`src/sv/smds_pkg.sv`:
```
// shared constants, types and codes for the slot map block
package smds_pkg;

  localparam int CAPACITY   = 256;
  localparam int DATA_WIDTH = 32;
  localparam int IDX_W      = $clog2(CAPACITY);
  localparam int CNT_W      = IDX_W + 1;
  localparam int MINT_W     = CNT_W + 1;

  typedef enum logic [1:0] {
    OP_ADD    = 2'd0,
    OP_REMOVE = 2'd1,
    OP_GET    = 2'd2,
    OP_CLEAR  = 2'd3
  } op_t;

  typedef enum logic [1:0] {
    ST_OK    = 2'd0,
    ST_FULL  = 2'd1,
    ST_RANGE = 2'd2,
    ST_SPARE = 2'd3
  } status_t;

  // controller to datapath
  typedef struct packed {
    logic latch;
    logic rd;
    logic modify;
    logic fin;
    logic load;
  } cmd_t;

endpackage

```
`src/sv/smds_ctrl.sv`:
```
// sequencing state machine and output handshake for the slot map
module smds_ctrl (
  input  logic             clk,
  input  logic             rst,
  input  logic             in_valid,
  output logic             in_stall,
  output logic             out_valid,
  input  logic             out_stall,
  output smds_pkg::cmd_t   cmd
);
  import smds_pkg::*;

  typedef enum logic [3:0] {
    S_IDLE = 4'b0001,
    S_READ = 4'b0010,
    S_MOD  = 4'b0100,
    S_FIN  = 4'b1000
  } state_t;

  state_t state, state_next;
  logic   out_free;
  logic   accept;
  logic   out_valid_next;

  assign out_free = !out_valid || !out_stall;
  // a new beat may enter while the finishing one is handed to the output register
  assign in_stall = !((state == S_IDLE) || ((state == S_FIN) && out_free));
  assign accept   = in_valid && !in_stall;

  always_comb begin
    cmd.latch  = accept;
    cmd.rd     = (state == S_READ);
    cmd.modify = (state == S_MOD);
    cmd.fin    = (state == S_FIN);
    cmd.load   = (state == S_FIN) && out_free;
  end

  always_comb begin
    state_next = state;
    case (state)
      S_IDLE: begin
        if (accept) state_next = S_READ;
      end
      S_READ: state_next = S_MOD;
      S_MOD:  state_next = S_FIN;
      S_FIN: begin
        if (out_free) state_next = accept ? S_READ : S_IDLE;
      end
      default: state_next = S_IDLE;
    endcase
  end

  assign out_valid_next = cmd.load || (out_valid && out_stall);

  always_ff @(posedge clk) begin
    if (rst) begin
      state     <= S_IDLE;
      out_valid <= 1'b0;
    end else begin
      state     <= state_next;
      out_valid <= out_valid_next;
    end
  end

endmodule

```
`config.mk`:
```
export PLATFORM = sky130hd
export DESIGN_NAME = smds_ctrl
export DESIGN_NICKNAME = d
export VERILOG_FILES = /design/src/sv/smds_pkg.sv /design/src/sv/smds_ctrl.sv
export SDC_FILE = /design/constraint.sdc
export NUM_CORES = 1
export LEC_CHECK = 0
export BUFFER_PORTS_ARGS = -buffer_cell sky130_fd_sc_hd__buf_2
export CORE_AREA = 2 2 39 41
export CTS_BUF_LIST = sky130_fd_sc_hd__clkbuf_2 sky130_fd_sc_hd__clkbuf_4 sky130_fd_sc_hd__clkbuf_8
export CTS_CLUSTER_SIZE = 14
export DETAILED_ROUTE_END_ITERATION = 8
export DIE_AREA = 0 0 41 43
export PLACE_DENSITY_LB_ADDON = 0.08
export SKIP_LAST_GASP = 1
export SLEW_MARGIN = 25
export SYNTH_ARGS = -nofsm -noshare
export SYNTH_HDL_FRONTEND = slang
export SYNTH_SLANG_ARGS = --single-unit
export TNS_END_PERCENT = 10
```
`constraint.sdc`:
```
create_clock -name clk -period 1.5 [get_ports clk]
set_input_delay 0.075 -clock clk [delete_from_list [all_inputs] [get_ports clk]]
set_output_delay 0.075 -clock clk [all_outputs]
set_load 0.02 [all_outputs]
```
==> results of run 1 <==
[routing by layer]
| layer | track usage | vias up | wire length (µm) |
|---|---|---|---|
| met1 | 0.113 | 120 | 275 |
| met5 | 0 | - | 0 |
| met4 | 0.0600 | 0 | 0 |
| met2 | 0.122 | 6 | 319 |
| li1 | - | 141 | - |
| met3 | 0.0314 | 0 | 33 |
[repair_timing]
| action | in CTS | in global routing |
|---|---|---|
| setup endpoints to repair | 2 | 1 |
| cloned | 0 | 0 |
| resized for setup | 1 | 1 |
[worst min path at each step]
stage,to,slack (ns),cells past startpoint,start
6_report,out_valid,0.06,2,rst
5_1_grt,out_valid,0.07,2,rst
4_1_cts,out_valid,0.05,2,rst
3_5_place_dp,out_valid,0.32,2,rst
3_3_place_gp,out_valid,0.32,2,rst
2_1_floorplan,out_valid,0.14,1,rst
[area by class of cell]
class / instances / area share
inverter: 2 / 0.0201
multi-input combinational: 24 / 0.440
tap: 16 / 0.0537
clock buffer: 4 / 0.0805
sequential: 5 / 0.272
timing repair buffer: 10 / 0.134
[Yosys cell counts]
library cell,count,share of area
o21ai_0,1,0.019
xor2_1,1,0.033
a221o_1,1,0.037
nor2_2,1,0.023
nor2b_1,2,0.047
inv_1,1,0.014
a21oi_1,3,0.056
inv_2,1,0.014
nor4bb_1,1,0.037
and3b_1,1,0.033
nand2b_1,2,0.047
nor2_1,1,0.014
dfxtp_1,5,0.37
o211ai_1,1,0.028
and2_1,1,0.023
nand2_1,2,0.028
a211oi_1,1,0.028
nor4_1,1,0.023
and2b_1,1,0.028
nor3_1,1,0.019
buf_4,1,0.028
o21ai_1,1,0.019
nor4b_1,1,0.033
[kinds of logic after synthesis]
group | share of synthesized area
compound gates | 0.186
flops | 0.372
xor+xnor | 0.0326
simple gates | 0.354
buf+inv | 0.0558
[worst max-delay path: cells and delay by family (launching register included)]
kind	cells	cell delay [ns]
buffers and inverters	1	0.15
AOI/OAI and AO/OA	1	0.16
and+or+nand+nor	2	0.41
DFF	1	0.39
[flip-flops by register name, summed over array words and instances (netlist names)]
register   flops
out_valid      1
state          4
[cell usage in the layout, fill, tap and decap left out, drive strengths merged, types with 2 or more instances in the layout]
cell    count
nor2        2
inv         2
nor2b       2
a21oi       3
clkbuf      4
o21ai       2
nand2       2
buf        10
nand2b      2
dfxtp       5
[through the flow]
stage / area (µm²) / setup slack [ns]
after floorplan: 275 / 0.244
after global placement: 338 / 0.201
after detailed placement: 338 / 0.201
after CTS: 369 / 0.0144
after global routing: 373 / 0.00550
final: 373 / 0.0763
[report_power, final]
group          switching, mW  leakage [nW]  internal [mW]  total [mW]
combinational         0.0427         0.106         0.0360      0.0787
sequential            0.0134        0.0405          0.142       0.155
clock                 0.0575        0.0184          0.119       0.176
total                  0.114         0.165          0.297       0.410
==> results.toml, run 1 <==
[worst_hold_path]
hold_path.class = "in -> reg"

[power_and_ir_drop]
p_leak_nw = 0.165
ir_drop_mv = 0.429
p_total_mw = 0.410
p_per_area_nw_per_um2 = 1100

[cts]
cts.sinks = 5
cts_tree = "done"
root_buffer = "clkbuf_4"
clk_pin_slew_worst_paths_ns = 0.05
hold_buffers = 0
clkLatencyLatePin_ns = 0.24
post_cts_buffers = 0
cts_buffers = 3
htreeDepth = 1
clockBufferDepth = 2

[cells_and_area]
multiInputGateArea_um2 = 164
layout-drive-gt1-share = 0.422
diodes = 0
stdcell_count = 61
fin_util = 0.269
fillerInstances = 156
regArea_um2 = 101
syn2layout_area_growth_pct = 38.6
nNetsFinal = 50

[timing]
setup_viol = 0
rsz0062_at_grt = "no"
worstMarginPinSlew_ns = 0.279
max_freq_mhz = 702
slew_violations = 0
skew_ns = 0.00307
slew_headroom = 0.813
holdWs_ns = 0.0591
fin_crit_sh = 0.949
hold_viol = 0
fin_tns_setup_ns = 0
period_needed_ns = 1.42

[setup_path]
startpoint_type = "flop"
slowest_stage = "dfxtp_2"
crit_chain = "and2b_1 -> a21oi_2 -> and3b_1 -> buf_2"
setup.worst_path.end = "cmd[4]"
r2r_cells = 5
required_ns = 1.42
r2r-end = "state[0]"
r2r-start = "state[1]"
crit_start = "state[0]"
critPathMaxFanout = 7
max_stage_delay_ns = 0.39
crit_type = "reg -> out"
worstSetupEndpointType = "output pin"
r2r_setup_slack_ns = 0.21
critical_path_arrival_ns = 1.35

[synth]
ys_ff_latch = 5
synthCells = 32
ys_seq_area_frac = 0.372
syn-num-nets = 36
synth.distinct_cells = 23
ys_warn_count = 0
synth_area_um2 = 269
avgSynthCellArea_um2 = 8.41

[grt]
grt.total_usage = 0.0895
grt_pass1_vias = 257
gr-total-overflow = 0
grt_pass1_wl_mm = 1.06
grt_max_degree = 8
antenna_found_initial = 0

[place]
placed_cells = 57
gp_congestion = 0.690
port_buffers = 10
dp_hpwl_um = 510

[floorplanning]
dieArea_um2 = 1760
core_um2 = 1380
rows = 14
pin_count = 11
dieWidth_um = 41
die_h_um = 43
initial_utilization = 0.194

[job]
drv_cap = 0

[routing]
drt_iter0_markers = 2
wirelength_um = 628
dr.pass1.iters = 4
vias_per_cell = 4.38
drc = 0
routedWlPerCell_um = 10.3
final_antenna_net_count = 0
vias = 267

[outcome]
status = "finished, final reports clean"
(Power assumes the default switching activity.)
==> run 2, diff against run 1 <==
CELL_PAD_IN_SITES_DETAIL_PLACEMENT = 0   (was default)
CELL_PAD_IN_SITES_GLOBAL_PLACEMENT = 1   (was default)
CTS_CLUSTER_DIAMETER = 80   (was default)
==> run 2 against run 1 <==
Against the previous run: clock power hardly changed; count of clock-buffer cells in the layout stayed put; total power is 0.59% higher; clock skew is 0.0020 ns higher; sequential share of layout area stayed put; cell count stayed put; routed wire length is 1.1% higher; via count is 3.4% higher; core utilization stayed put; die area stayed put; first-iteration DRC count grew to 3.0 times the previous value; sequential power hardly changed; critical path type unchanged; critical endpoint unchanged; largest power group unchanged.
==> results.toml, run 2 (synthesis gave the netlist of run 1 again) <==
[setup_path]
slowest_stage = "dfxtp_2"
critical_path_arrival_ns = 1.36
crit_chain = "and2b_1 -> a21oi_2 -> and3b_1 -> buf_2"
max_stage_delay_ns = 0.39
startpoint_type = "flop"
cp_top_family = "simple AND/OR/NAND/NOR gates"
crit_type = "reg -> out"
required_ns = 1.42
worstSetupEndpointType = "output pin"
crit_buf_inv = 1
critPathMaxFanout = 7

[cts]
clk_pin_slew_worst_paths_ns = 0.05
root_buffer = "clkbuf_4"
post_cts_buffers = 0
cts.sinks = 5
htreeDepth = 1
cts_buffers = 3
clockBufferDepth = 2
cts_tree = "done"
clkLatencyLatePin_ns = 0.25
hold_buffers = 0

[timing]
fin_tns_setup_ns = 0
max_freq_mhz = 699
rsz0062_at_grt = "no"
worstMarginPinSlew_ns = 0.274
slew_violations = 0
period_needed_ns = 1.43
slew_headroom = 0.817
hold_viol = 0
fin_crit_sh = 0.954
skew_ns = 0.00504
setup_viol = 0

[cells_and_area]
regArea_um2 = 101
reg_top3 = "state (4), out_valid (1)"
regMostFlops = "state"
diodes = 0
nNetsFinal = 50
fillerInstances = 159
multiInputGateArea_um2 = 164
layout-drive-gt1-share = 0.422
final_cell_mix = "buf_2 (10), clkbuf_4 (4), dfxtp_1 (4)"
largest_register_ffs = 4
fin_util = 0.269
layout_commonest_cell = "buf_2"
stdcell_count = 61
syn2layout_area_growth_pct = 38.6

[routing]
vias_per_cell = 4.52
dr.pass1.iters = 2
routedWlPerCell_um = 10.4
drt_iter0_markers = 6
drc = 0
wirelength_um = 635
vias = 276
final_antenna_net_count = 0

[power_and_ir_drop]
p_leak_nw = 0.165
ir_drop_mv = 0.465
p_per_area_nw_per_um2 = 1110

[grt]
grt_max_degree = 8
gr-total-overflow = 0
grt_pass1_vias = 240
antenna_found_initial = 0
grt.total_usage = 0.0913
grt_pass1_wl_mm = 1.04

[floorplanning]
pin_count = 11
die_h_um = 43
rows = 14
initial_utilization = 0.194
core_um2 = 1380
dieArea_um2 = 1760
dieWidth_um = 41

[place]
port_buffers = 10
gp_congestion = 0.717
dp_hpwl_um = 497
placed_cells = 57

[worst_hold_path]
hold_path.class = "in -> reg"

[outcome]
status = "finished, final reports clean"

[job]
drv_cap = 0
## run 2: cell counts in the layout (fill, tap and decap cells not counted)
Identical to the previous run, type by type.
## run 2: stage by stage
stage	hold slack, ns	total power, mW	setup slack, ns	instance area [µm²]
5_1_grt	0.0720	0.438	0.00124	373
6_report	0.0575	0.413	0.0691	373
3_3_place_gp	0.325	0.234	0.211	338
3_5_place_dp	0.323	0.234	0.203	338
4_1_cts	0.0565	0.418	0.00987	369
2_1_floorplan	0.144	0.213	0.244	275
## run 2: repair_timing
item	4_1_cts	5_1_grt
pin swaps	0	0
endpoints found under the setup margin	2	2
gates resized for setup	1	1
## run 2: cell type report
cell class / count / share of cell area
Sequential cell: 5 / 0.272
Inverter: 2 / 0.0201
Timing Repair Buffer: 10 / 0.134
Multi-Input combinational cell: 24 / 0.440
Clock buffer: 4 / 0.0805
Tap cell: 16 / 0.0537
## run 2: per-layer routing
metal / global-route usage / part of all wire / up-vias
li1: - / - / 140
met1: 0.125 / 0.43 / 123
met2: 0.106 / 0.45 / 10
met3: 0.0471 / 0.090 / 3
met4: 0.0600 / 0.033 / 0
met5: 0 / 0 / -
## run 2: worst paths after layout
path | startpoint | to | slack (ns) | cells after the start
worst max register to register | state[1] | state[0] | 0.22 | 5
worst min-delay path | rst | out_valid | 0.06 | 2
worst min register to register | state[0] | state[2] | 0.52 | 1
worst max-delay path | state[0] | cmd[4] | 0.07 | 4
## run 2: power by group
part	switching [mW]	internal [mW]	total, mW
Clock	0.0605	0.119	0.179
Combinational	0.0417	0.0360	0.0778
Sequential	0.0135	0.142	0.156
==> run 3, diff against run 2 <==
--- a/config.mk
+++ b/config.mk
@@ -11,5 +11,5 @@
 export CORE_AREA = 2 2 39 41
 export CTS_BUF_LIST = sky130_fd_sc_hd__clkbuf_2 sky130_fd_sc_hd__clkbuf_4 sky130_fd_sc_hd__clkbuf_8
-export CTS_CLUSTER_DIAMETER = 80
+export CTS_CLUSTER_DIAMETER = 200
 export CTS_CLUSTER_SIZE = 14
 export DETAILED_ROUTE_END_ITERATION = 8
==> constraint.sdc (replaced) <==
create_clock -name clk -period 1.5 [get_ports clk]
set_input_delay 0.075 -clock clk [delete_from_list [all_inputs] [get_ports clk]]
set_output_delay 0.075 -clock clk [all_outputs]
set_load 0.005 [all_outputs]
==> run 3 against run 2 <==
Against the previous run: clock skew is 0.0044 ns lower; combinational power decreased by 13%; via count fell by 2.9%; hold slack better by 0.0089 ns; non-clock buffer count grew 1; sequential power about the same; clock power barely moved; cell count rose by 1.6%; die area unchanged; largest cell class unchanged; first-iteration DRC count shrank 100%; setup slack better by 0.032 ns; sequential share of layout area up 0.18 points.
==> results.toml, run 3 (synthesis gave the netlist of run 1 again) <==
[outcome]
status = "finished, final reports clean"

[cells_and_area]
diodes = 0
syn2layout_area_growth_pct = 37.7
reg_top3 = "state (4), out_valid (1)"
layout_commonest_cell = "buf_2"
nNetsFinal = 51
layout-drive-gt1-share = 0.391
regMostFlops = "state"
largest_register_ffs = 4
final_cell_mix = "buf_2 (10), clkbuf_4 (4), dfxtp_1 (4), a21oi_1 (3)"

[routing]
final_antenna_net_count = 0
routedWlPerCell_um = 11.0
drc = 0
vias_per_cell = 4.32
dr.pass1.iters = 1
wirelength_um = 682
vias = 268
drt_iter0_markers = 0

[setup_path]
critPathMaxFanout = 7
worstSetupEndpointType = "output pin"
r2r-end = "state[0]"
slowest_stage = "dfxtp_2"
r2r-start = "state[3]"
cp_top_family = "simple AND/OR/NAND/NOR gates"
critical_path_arrival_ns = 1.32
crit_type = "reg -> out"
crit_chain = "and2b_1 -> a21oi_1 -> and3b_1 -> buf_2"
startpoint_type = "flop"
r2r_setup_slack_ns = 0.25
required_ns = 1.42
r2r_cells = 5
max_stage_delay_ns = 0.38
crit_buf_inv = 1

[cts]
post_cts_buffers = 0
htreeDepth = 1
cts.repair.resized = 0
clk_pin_slew_worst_paths_ns = 0.05
cts_tree = "done"
clockBufferDepth = 2
cts.sinks = 5
cts_buffers = 3
clkLatencyLatePin_ns = 0.24
root_buffer = "clkbuf_4"
hold_buffers = 0

[timing]
slew_headroom = 0.685
period_needed_ns = 1.40
skew_ns = 0.000648
holdWs_ns = 0.0664
worst_slack_ns = 0.101
hold_viol = 0
fin_tns_setup_ns = 0
max_freq_mhz = 715
worstMarginPinSlew_ns = 0.466
slew_violations = 0
fin_crit_sh = 0.933
rsz0062_at_grt = "no"
setup_viol = 0

[power_and_ir_drop]
p_per_area_nw_per_um2 = 1090
ir_drop_mv = 0.303
p_leak_nw = 0.169
p_total_mw = 0.403

[floorplanning]
pin_count = 11
initial_utilization = 0.194
core_um2 = 1380
rows = 14
dieArea_um2 = 1760
die_h_um = 43
dieWidth_um = 41

[job]
drv_cap = 0

[grt]
grt_max_degree = 8
gr-total-overflow = 0
antenna_found_initial = 0
grt_pass1_vias = 248
grt_pass1_wl_mm = 1.04
grt.total_usage = 0.0935

[worst_hold_path]
whs_endpoint = "out_valid"
hold_path.class = "in -> reg"
min_from = "rst"
whs_path_depth = 2

[place]
dp_hpwl_um = 530
port_buffers = 10
gp_congestion = 0.751
dp_slack_ns = 0.257
## run 3: cell count changes in the layout (fill, tap and decap cells not counted)
cell	change
nor4b_2	-1
nor4b_1	+1
a21oi_1	+1
a21oi_2	-1
buf_4	+1
## run 3: area by class of cell
type / instances / area [µm²]
fill: 163 / 1010
multi-input combinational: 24 / 154
sequential: 5 / 101
timing repair buffer: 11 / 57.6
clock buffer: 4 / 30.0
tap: 16 / 20.0
inverter: 2 / 7.51
## run 3: where the power goes
part           total (mW)  switching [mW]  internal [mW]
combinational      0.0677          0.0298         0.0379
clock               0.181          0.0621          0.119
sequential          0.154          0.0122          0.142
total               0.403           0.104          0.299
## run 3: layer usage
layer	routed length, µm	GRT usage	share of wire
met1	324	0.113	0.48
met3	38	0.0314	0.056
met5	0	0	0
met4	0	0.0800	0
met2	318	0.125	0.47
## run 3: how the worst max path moves through the flow
stage,from,endpoint,depth (start not counted)
floorplan,state[0],state[0],5
detailed placement,state[0],state[0],5
finish,state[0],cmd[4],4
CTS,state[0],cmd[4],4
global route,state[0],cmd[4],4
global placement,state[0],state[0],5
## run 3: through the flow
step | utilization | instances | cell area, µm²
6_report | 0.268 | 62 | 370
5_1_grt | 0.268 | 62 | 370
4_1_cts | 0.267 | 62 | 369
3_5_place_dp | 0.245 | 58 | 339
3_3_place_gp | 0.245 | 58 | 339
2_1_floorplan | - | 32 | 269
